**src/hdl/attitude_block_average_motion_unit_defines.svh**
```systemverilog
// assertion macros for the attitude block averager
`ifndef ATTITUDE_BLOCK_AVERAGE_MOTION_UNIT_DEFINES_SVH
`define ATTITUDE_BLOCK_AVERAGE_MOTION_UNIT_DEFINES_SVH

// condition holds at every edge out of reset
`define ABAM_ASSERT_ALWAYS(label, clock, reset, expr, msg) \
  label: assert property (@(posedge clock) disable iff (reset) (expr)) \
    else $error(msg);

// same-cycle implication
`define ABAM_ASSERT_SAME(label, clock, reset, ante, cons, msg) \
  label: assert property (@(posedge clock) disable iff (reset) (ante) |-> (cons)) \
    else $error(msg);

// next-cycle implication
`define ABAM_ASSERT_NEXT(label, clock, reset, ante, cons, msg) \
  label: assert property (@(posedge clock) disable iff (reset) (ante) |=> (cons)) \
    else $error(msg);

`endif

```
**src/hdl/abam_pkg.sv**
```systemverilog
`timescale 1ns / 1ps

package abam_pkg;

  localparam int BLOCK_SAMPLES_DEF = 16;
  localparam int ANGLE_W           = 9;
  localparam int MOTION_W          = 32;

  typedef logic signed [ANGLE_W-1:0] angle_t;
  typedef logic [ANGLE_W-1:0]        angle_mag_t;
  typedef logic [MOTION_W-1:0]       motion_t;

endpackage

```
**src/hdl/attitude_block_average_motion_unit.sv**
```systemverilog
// data path: input register, then result register, to the result side
// throughput: one word per cycle while not stalled; an input register and a
// result register part the two sides, so one word is still taken while a result
// waits; rate is set by the combinational accumulate and reciprocal-multiply divide
// reset: synchronous, clears sums, count, movement totals, averages and both stages
`timescale 1ns / 1ps

`include "attitude_block_average_motion_unit_defines.svh"

module attitude_block_average_motion_unit
  import abam_pkg::*;
#(
  parameter int BLOCK_SAMPLES = BLOCK_SAMPLES_DEF
) (
  input  logic    clk,
  input  logic    rst,
  input  logic    sample_valid,
  output logic    sample_stall,
  input  angle_t  roll_angle,
  input  angle_t  pitch_angle,
  input  angle_t  yaw_angle,
  output logic    result_valid,
  input  logic    result_stall,
  output logic    average_valid,
  output angle_t  average_roll,
  output angle_t  average_pitch,
  output angle_t  average_yaw,
  output motion_t roll_movement,
  output motion_t pitch_movement
);

  localparam int     CNT_W   = $clog2(BLOCK_SAMPLES + 1);
  localparam int     SHIFT_L = $clog2(BLOCK_SAMPLES);
  localparam int     SUM_W   = ANGLE_W + SHIFT_L;
  localparam int     MAG_W   = SUM_W;
  localparam int     RECIP_S = MAG_W + SHIFT_L;
  localparam int     RECIP_W = MAG_W + 1;
  localparam int     PROD_W  = MAG_W + RECIP_W;
  localparam longint RECIP   =
    ((longint'(1) << RECIP_S) + longint'(BLOCK_SAMPLES) - 1) / longint'(BLOCK_SAMPLES);

  // sum over block length, truncated toward zero, by reciprocal multiply
  function automatic angle_t block_mean(input logic signed [SUM_W-1:0] s);
    logic [MAG_W-1:0]   m;
    logic [PROD_W-1:0]  p;
    logic [ANGLE_W:0]   q;
    m = $unsigned(s);
    if (s[SUM_W-1]) begin
      m = ~m + 1'b1;
    end
    p = PROD_W'(m) * PROD_W'(RECIP_W'($unsigned(RECIP)));
    q = (ANGLE_W+1)'(p >> RECIP_S);
    if (s[SUM_W-1]) begin
      q = ~q + 1'b1;
    end
    return $signed(q[ANGLE_W-1:0]);
  endfunction

  function automatic angle_mag_t magnitude(input angle_t a);
    angle_mag_t m;
    m = $unsigned(a);
    if (a[ANGLE_W-1]) begin
      m = ~m + 1'b1;
    end
    return m;
  endfunction

  function automatic motion_t motion_add(input motion_t total, input angle_mag_t now_mag,
                                         input angle_mag_t prior_mag);
    angle_mag_t        d;
    logic [MOTION_W:0] s;
    d = (now_mag >= prior_mag) ? (now_mag - prior_mag) : (prior_mag - now_mag);
    s = {1'b0, total} + (MOTION_W+1)'(d);
    return s[MOTION_W] ? '1 : s[MOTION_W-1:0];
  endfunction

  // input stage
  logic   s1_valid;
  angle_t s1_roll;
  angle_t s1_pitch;
  angle_t s1_yaw;

  // block state
  logic [CNT_W-1:0]        sample_count;
  logic signed [SUM_W-1:0] roll_sum;
  logic signed [SUM_W-1:0] pitch_sum;
  logic signed [SUM_W-1:0] yaw_sum;
  angle_mag_t              prior_abs_roll;
  angle_mag_t              prior_abs_pitch;

  logic                    sample_count_next_en;
  logic [CNT_W-1:0]        sample_count_next;
  logic signed [SUM_W-1:0] roll_sum_next;
  logic signed [SUM_W-1:0] pitch_sum_next;
  logic signed [SUM_W-1:0] yaw_sum_next;
  angle_mag_t              prior_abs_roll_next;
  angle_mag_t              prior_abs_pitch_next;
  angle_t                  average_roll_next;
  angle_t                  average_pitch_next;
  angle_t                  average_yaw_next;
  motion_t                 roll_movement_next;
  motion_t                 pitch_movement_next;

  logic accept;
  logic s1_move;
  logic block_full;

  assign s1_move      = s1_valid && (!result_valid || !result_stall);
  assign sample_stall = s1_valid && result_valid && result_stall;
  assign accept       = sample_valid && !sample_stall;
  assign block_full   = (sample_count == CNT_W'(BLOCK_SAMPLES));

  always_comb begin
    angle_mag_t ar;
    angle_mag_t ap;
    ar = magnitude(s1_roll);
    ap = magnitude(s1_pitch);
    sample_count_next_en = s1_move;
    sample_count_next    = sample_count + 1'b1;
    roll_sum_next        = roll_sum + SUM_W'(s1_roll);
    pitch_sum_next       = pitch_sum + SUM_W'(s1_pitch);
    yaw_sum_next         = yaw_sum + SUM_W'(s1_yaw);
    prior_abs_roll_next  = ar;
    prior_abs_pitch_next = ap;
    roll_movement_next   = motion_add(roll_movement, ar, prior_abs_roll);
    pitch_movement_next  = motion_add(pitch_movement, ap, prior_abs_pitch);
    average_roll_next    = average_roll;
    average_pitch_next   = average_pitch;
    average_yaw_next     = average_yaw;
    if (block_full) begin
      // division word: sample dropped, averages latched, block restarts
      sample_count_next    = '0;
      roll_sum_next        = '0;
      pitch_sum_next       = '0;
      yaw_sum_next         = '0;
      prior_abs_roll_next  = prior_abs_roll;
      prior_abs_pitch_next = prior_abs_pitch;
      roll_movement_next   = roll_movement;
      pitch_movement_next  = pitch_movement;
      average_roll_next    = block_mean(roll_sum);
      average_pitch_next   = block_mean(pitch_sum);
      average_yaw_next     = block_mean(yaw_sum);
    end
  end

  always_ff @(posedge clk) begin
    if (accept) begin
      s1_roll  <= roll_angle;
      s1_pitch <= pitch_angle;
      s1_yaw   <= yaw_angle;
    end
    if (rst) begin
      s1_valid        <= 1'b0;
      result_valid    <= 1'b0;
      average_valid   <= 1'b0;
      sample_count    <= '0;
      roll_sum        <= '0;
      pitch_sum       <= '0;
      yaw_sum         <= '0;
      prior_abs_roll  <= '0;
      prior_abs_pitch <= '0;
      roll_movement   <= '0;
      pitch_movement  <= '0;
      average_roll    <= '0;
      average_pitch   <= '0;
      average_yaw     <= '0;
    end else begin
      if (accept) begin
        s1_valid <= 1'b1;
      end else if (s1_move) begin
        s1_valid <= 1'b0;
      end
      if (s1_move) begin
        result_valid <= 1'b1;
      end else if (!result_stall) begin
        result_valid <= 1'b0;
      end
      if (sample_count_next_en) begin
        average_valid   <= block_full;
        sample_count    <= sample_count_next;
        roll_sum        <= roll_sum_next;
        pitch_sum       <= pitch_sum_next;
        yaw_sum         <= yaw_sum_next;
        prior_abs_roll  <= prior_abs_roll_next;
        prior_abs_pitch <= prior_abs_pitch_next;
        roll_movement   <= roll_movement_next;
        pitch_movement  <= pitch_movement_next;
        average_roll    <= average_roll_next;
        average_pitch   <= average_pitch_next;
        average_yaw     <= average_yaw_next;
      end
    end
  end

  `ABAM_ASSERT_ALWAYS(a_count_range, clk, rst, sample_count <= CNT_W'(BLOCK_SAMPLES), "sample count beyond block length")
  `ABAM_ASSERT_SAME(a_stall_full, clk, rst, sample_stall, s1_valid && result_valid, "stall with a free stage")
  `ABAM_ASSERT_NEXT(a_div_clears, clk, rst, s1_move && block_full, average_valid && sample_count == '0 && roll_sum == '0 && yaw_sum == '0, "division word did not restart block")
  `ABAM_ASSERT_NEXT(a_acc_holds, clk, rst, s1_move && !block_full, !average_valid && $stable(average_roll) && $stable(average_pitch) && $stable(average_yaw), "averages moved on a sample word")
  `ABAM_ASSERT_NEXT(a_motion_grows, clk, rst, !rst, roll_movement >= $past(roll_movement) && pitch_movement >= $past(pitch_movement), "movement total went down")

endmodule

```
**config.mk**
```make
export PLATFORM = sky130hd
export DESIGN_NAME = attitude_block_average_motion_unit
export DESIGN_NICKNAME = d
export VERILOG_FILES = /design/src/hdl/abam_pkg.sv /design/src/hdl/attitude_block_average_motion_unit.sv
export VERILOG_INCLUDE_DIRS = /design/src /design/src/hdl
export SDC_FILE = /design/constraint.sdc
export NUM_CORES = 1
export LEC_CHECK = 0
export BUFFER_PORTS_ARGS = -buffer_cell sky130_fd_sc_hd__buf_4
export CAP_MARGIN = 15
export CORE_UTILIZATION = 50
export CTS_CLUSTER_SIZE = 28
export DETAILED_ROUTE_END_ITERATION = 8
export GPL_TIMING_DRIVEN = 0
export PLACE_DENSITY = 0.7
export SETUP_SLACK_MARGIN = 0.2
export SYNTH_ARGS = -nofsm -noshare
export SYNTH_HDL_FRONTEND = slang
export SYNTH_SLANG_ARGS = --single-unit
export TNS_END_PERCENT = 50
```
**constraint.sdc**
```tcl
create_clock -name clk -period 15.8 [get_ports clk]
set_clock_uncertainty 0.15 [all_clocks]
set_input_delay 3.16 -clock clk [delete_from_list [all_inputs] [get_ports clk]]
set_output_delay 3.16 -clock clk [all_outputs]
set_load 0.005 [all_outputs]
```
* Word-level counts from Yosys, hierarchy flattened
Index checks and enable logic that the tools add are counted.
Word-level totals: register bits after elaboration 183, bits of input ports 31, output and inout bits 94, logic and storage cells 82
Cells by class: add/subtract/negate cells 18, $lt $le $gt $ge 2, equal/unequal tests 2, muxes and demuxes 23, bitwise operators 9, reduce and logical (&&, ||, !) cells 11
Operators with widths (count):
- 13-bit 2-to-1 mux | 9
- 32-bit by 9-bit adder with 33-bit output | 2
- 32-bit 2-to-1 mux | 2
- 9-bit 2-to-1 mux | 7
- 9-bit by 1-bit adder with 9-bit output, second input constant | 5
- 9-bit inverter | 5
- 13-bit by 1-bit adder with 13-bit output, second input constant | 3
- 13-bit by 9-bit adder with 13-bit output | 3
- 13-bit inverter | 3
- 9-bit subtractor | 4
- 9-bit greater-or-equal comparator | 2
- 5-bit by 1-bit adder with 5-bit output, second input constant | 1
- 5-bit equality test, second input constant | 1
- 5-bit 2-to-1 mux | 1
- 1-bit logical AND | 4
- 1-bit 2-to-1 mux | 4
- 2-bit AND reduction | 2
- 1-bit logical NOT | 3
- 2-bit by 1-bit inequality test with 1-bit output, second input constant | 1
- 2-bit nonzero test | 1
- 1-bit logical OR | 1
- 1-bit inverter | 1

* Logic depth before layout (Yosys ltp)
depth in word-level cells 7, depth in mapped cells 24

* Least setup slack after synthesis
OpenSTA, ideal clock, no wires.
kind input port to output port, start point input port result_stall, end point output port sample_stall, arrival 3.348 ns, required time 12.490 ns, path slack 9.142 ns, stages 1, path buffers 0, path through and3_1
On the way: longest elaborated chain between the ends 1
RTL lines:
- from (decl) | line attitude_block_average_motion_unit.sv:23 | input logic result_stall,
- 1-bit logical AND | line attitude_block_average_motion_unit.sv:109 | assign sample_stall = s1_valid && result_valid && result_stall;
- to (decl) | line attitude_block_average_motion_unit.sv:18 | output logic sample_stall,
Every way passes these cells.

* Worst setup path in the final report
Same ends and word-level chain as after synthesis.

==> impl_results.md <==
* CORE AREA at 22600 µm²
* Row count at 55
* DR iter-0 viols at 448
* Later-pin clock latency in the skew report at 0.45 ns
* Final setup viols at 0
* Flop-to-flop setup slack at 9.03 ns
* Power Total at 1340 µW
* Mapped Area at 11600 µm²
* Largest net degree at the start of global routing at 28
* Post-synthesis sequential area ratio at 34.1%
* Tightest Pin Transition at 1.03 ns
* CTS tree: yes
* Die Width at 154 µm
* Initial Utilization at 51.0%
* Synth cell types at 69
* PortBufs at 123
* Layout cell share with drive strength beyond 1 at 11.6%
* DP Worst Slack at 8.83 ns
* Pwr Density at 100 nW/µm²
* Fin nets at 1639
* RR Startpoint: s1_pitch[0]
* Count leader, synth: dfxtp_1
* Clock sink count at 183
* Crit end category: output pin
* Final Instance Area at 13400 µm²
* Crit path DAT at 3.67 ns
* Vias in the first global route at 9653
* RePlAce Congestion at 0.882
* TritonCTS Buffers at 17
* RSZ-0062 raised after global routing: no
* Post-DRT Antenna Nets at 0
* Gr usage total at 25.3%
* Post-synth EDFFs at 27
* Area after DPL at 12800 µm²
* Final Hold Viols at 0
* Die height at 154 µm
* Area Overhead vs Synth at 16.3%
* Async set-reset flop share out of synthesis at 0%
* Max-slew headroom at 31.3%
* Grt total ovfl at 0
* VDD IR max at 0.0587 mV
* Routed vias at 10200
* Remaining DRCs at 0
* R2R cell count at 19
* Critical Path RT at 12.49 ns
* CTS clk-pin slew, worst paths at 0.07 ns
* Fin crit period at 6.98 ns
* Cell taking the most area after synthesis: dfxtp_1
* Yosys warns at 0
* Crit path capture: sample_stall
* Drt first pass iters at 5
* Setup slack after layout at 8.82 ns
* Post-CTS Hold Buffers at 0
* Status: finished clean
* TNS Setup at 0 ns
* First-pass GRT wire length at 48.1 mm
* Final Slew Violations at 0
* Synth cell count leaders: dfxtp_1 (156), nand2_1 (132), nor2_1 (129)
* Worst-case clock buffer depth at 2
* Full die area at 23700 µm²
* Fmax at 0.143 GHz
* Root buffer cell: clkbuf_16
* Startpoint Class: primary input
* Fin util at 59.3%
* Drt wl/cell at 16.3 µm
* DRT Wirelength at 29.3 mm
* IO Pins at 125
* Fillers at 2064
* Syn_area_per_cell at 8.49 µm²
* Syn Nets at 1497
* Critical setup path kind: primary input to output pin
* Reg2reg end: pitch_movement[20]
* Worst Setup SP: result_stall
* Drt via density at 5.66
* Leak at 0.00550 µW
* Share of the synthesized area in the top cell type at 27.0%
* Initial antenna violation count at 1
* HP Class: flip-flop to flip-flop
* Worst hold start: prior_abs_pitch[8]
* Period utilization at 44.2%
* HPWL after DPL at 22.0 mm
* Setup bufs post-CTS at 0
* Flops & latches, synth at 183
* CP Max Fanout at 4
* Mapped Cells at 1361
* Maxcap violations at 0
* Top post-synthesis cells by area: dfxtp_1 (27%), ha_1 (10%), edfxtp_1 (7.0%), xor2_1 (5.9%), a21oi_1 (5.2%)
* Post_cts resized at 0
* Synth Flop Type: dfxtp_1
* H-tree levels at 4
## stage by stage
step	instances	hold slack (ns)
floorplan	1361	0.286
global placement	1769	0.295
detailed placement	1769	0.298
CTS	1801	0.309
global route	1801	0.326
finish	1802	0.307
## logic make-up (layout without fill, tap and decap cells)
family	count (synthesis)	in the layout	synth area share (%)
simple gates	437	437	18.0
compound gates	359	359	20.2
flops	183	183	34.1
buf+inv	128	283	4.20
xor+xnor	127	127	9.63
fa+ha+maj	105	105	12.0
mux	22	22	1.94
other cells	0	1	0
## state kept, by name (all words and copies together) (netlist names)
signal,flops
pitch_movement,32
roll_movement,32
pitch_sum,13
roll_sum,13
yaw_sum,13
average_pitch,9
average_roll,9
average_yaw,9
prior_abs_pitch,9
prior_abs_roll,9
s1_pitch,9
s1_roll,9
s1_yaw,9
sample_count,5
average_valid,1
result_valid,1
s1_valid,1
## cells in the final DEF, fill, tap and decap left out, types with 10 or more instances in the layout
| master | netlist | routed |
|---|---|---|
| and4_1 | 10 | 10 |
| edfxtp_1 | 27 | 27 |
| o21ai_0 | 51 | 51 |
| nor2b_1 | 14 | 13 |
| nor2_1 | 129 | 129 |
| o211ai_1 | 11 | 11 |
| nand3_1 | 25 | 25 |
| a31oi_1 | 12 | 12 |
| nand4_1 | 15 | 15 |
| a21oi_1 | 120 | 120 |
| buf_4 | 1 | 124 |
| dfxtp_1 | 156 | 156 |
| nand2b_1 | 11 | 11 |
| nand2_1 | 132 | 132 |
| o21a_1 | 14 | 14 |
| inv_1 | 70 | 70 |
| xor2_1 | 78 | 78 |
| xnor2_1 | 49 | 49 |
| mux2i_1 | 19 | 19 |
| a21o_1 | 17 | 17 |
| clkbuf_16 | 0 | 17 |
| or3_1 | 13 | 13 |
| ha_1 | 96 | 96 |
| clkbuf_1 | 50 | 50 |
| nor3_1 | 29 | 29 |
| a211oi_1 | 60 | 60 |
| and3_1 | 20 | 20 |
## metal layers
| metal | vias up | GRT usage (%) | wire, µm |
|---|---|---|---|
| li1 | 5152 | - | - |
| met1 | 4747 | 33.1 | 13500 |
| met2 | 243 | 41.8 | 13500 |
| met3 | 51 | 3.52 | 1320 |
| met4 | 0 | 10.8 | 933 |
| met5 | - | 0 | 0 |
## worst min-delay path by stage
stage	end	depth (start not counted)
after floorplan	prior_abs_pitch[8]	2
after global placement	prior_abs_roll[8]	2
after detailed placement	prior_abs_roll[8]	2
after CTS	prior_abs_pitch[8]	2
after global routing	prior_abs_pitch[8]	2
final	prior_abs_pitch[8]	2
## power by group
part	internal [µW]	leakage (µW)	switching (µW)
sequential	494	0.00153	24.3
clock	213	0.000285	216
combinational	170	0.00368	226
total	876	0.00550	466
## critical path, cell delays in order
cell and delay (ns):
buf_4 0.13, and3_1 0.23, buf_4 0.15
## cell type report
cell class	instances	area [µm²]	area share (%)
Antenna cell	1	2.50	0.0186
Clock buffer	17	425	3.17
Clock inverter	15	163	1.21
Sequential cell	183	3930	29.3
Multi-Input combinational cell	1050	7140	53.2
Buffer	58	223	1.66
Tap cell	285	357	2.66
Timing Repair Buffer	123	923	6.88
Inverter	70	263	1.96
Power figures use the tool's default switching activity.
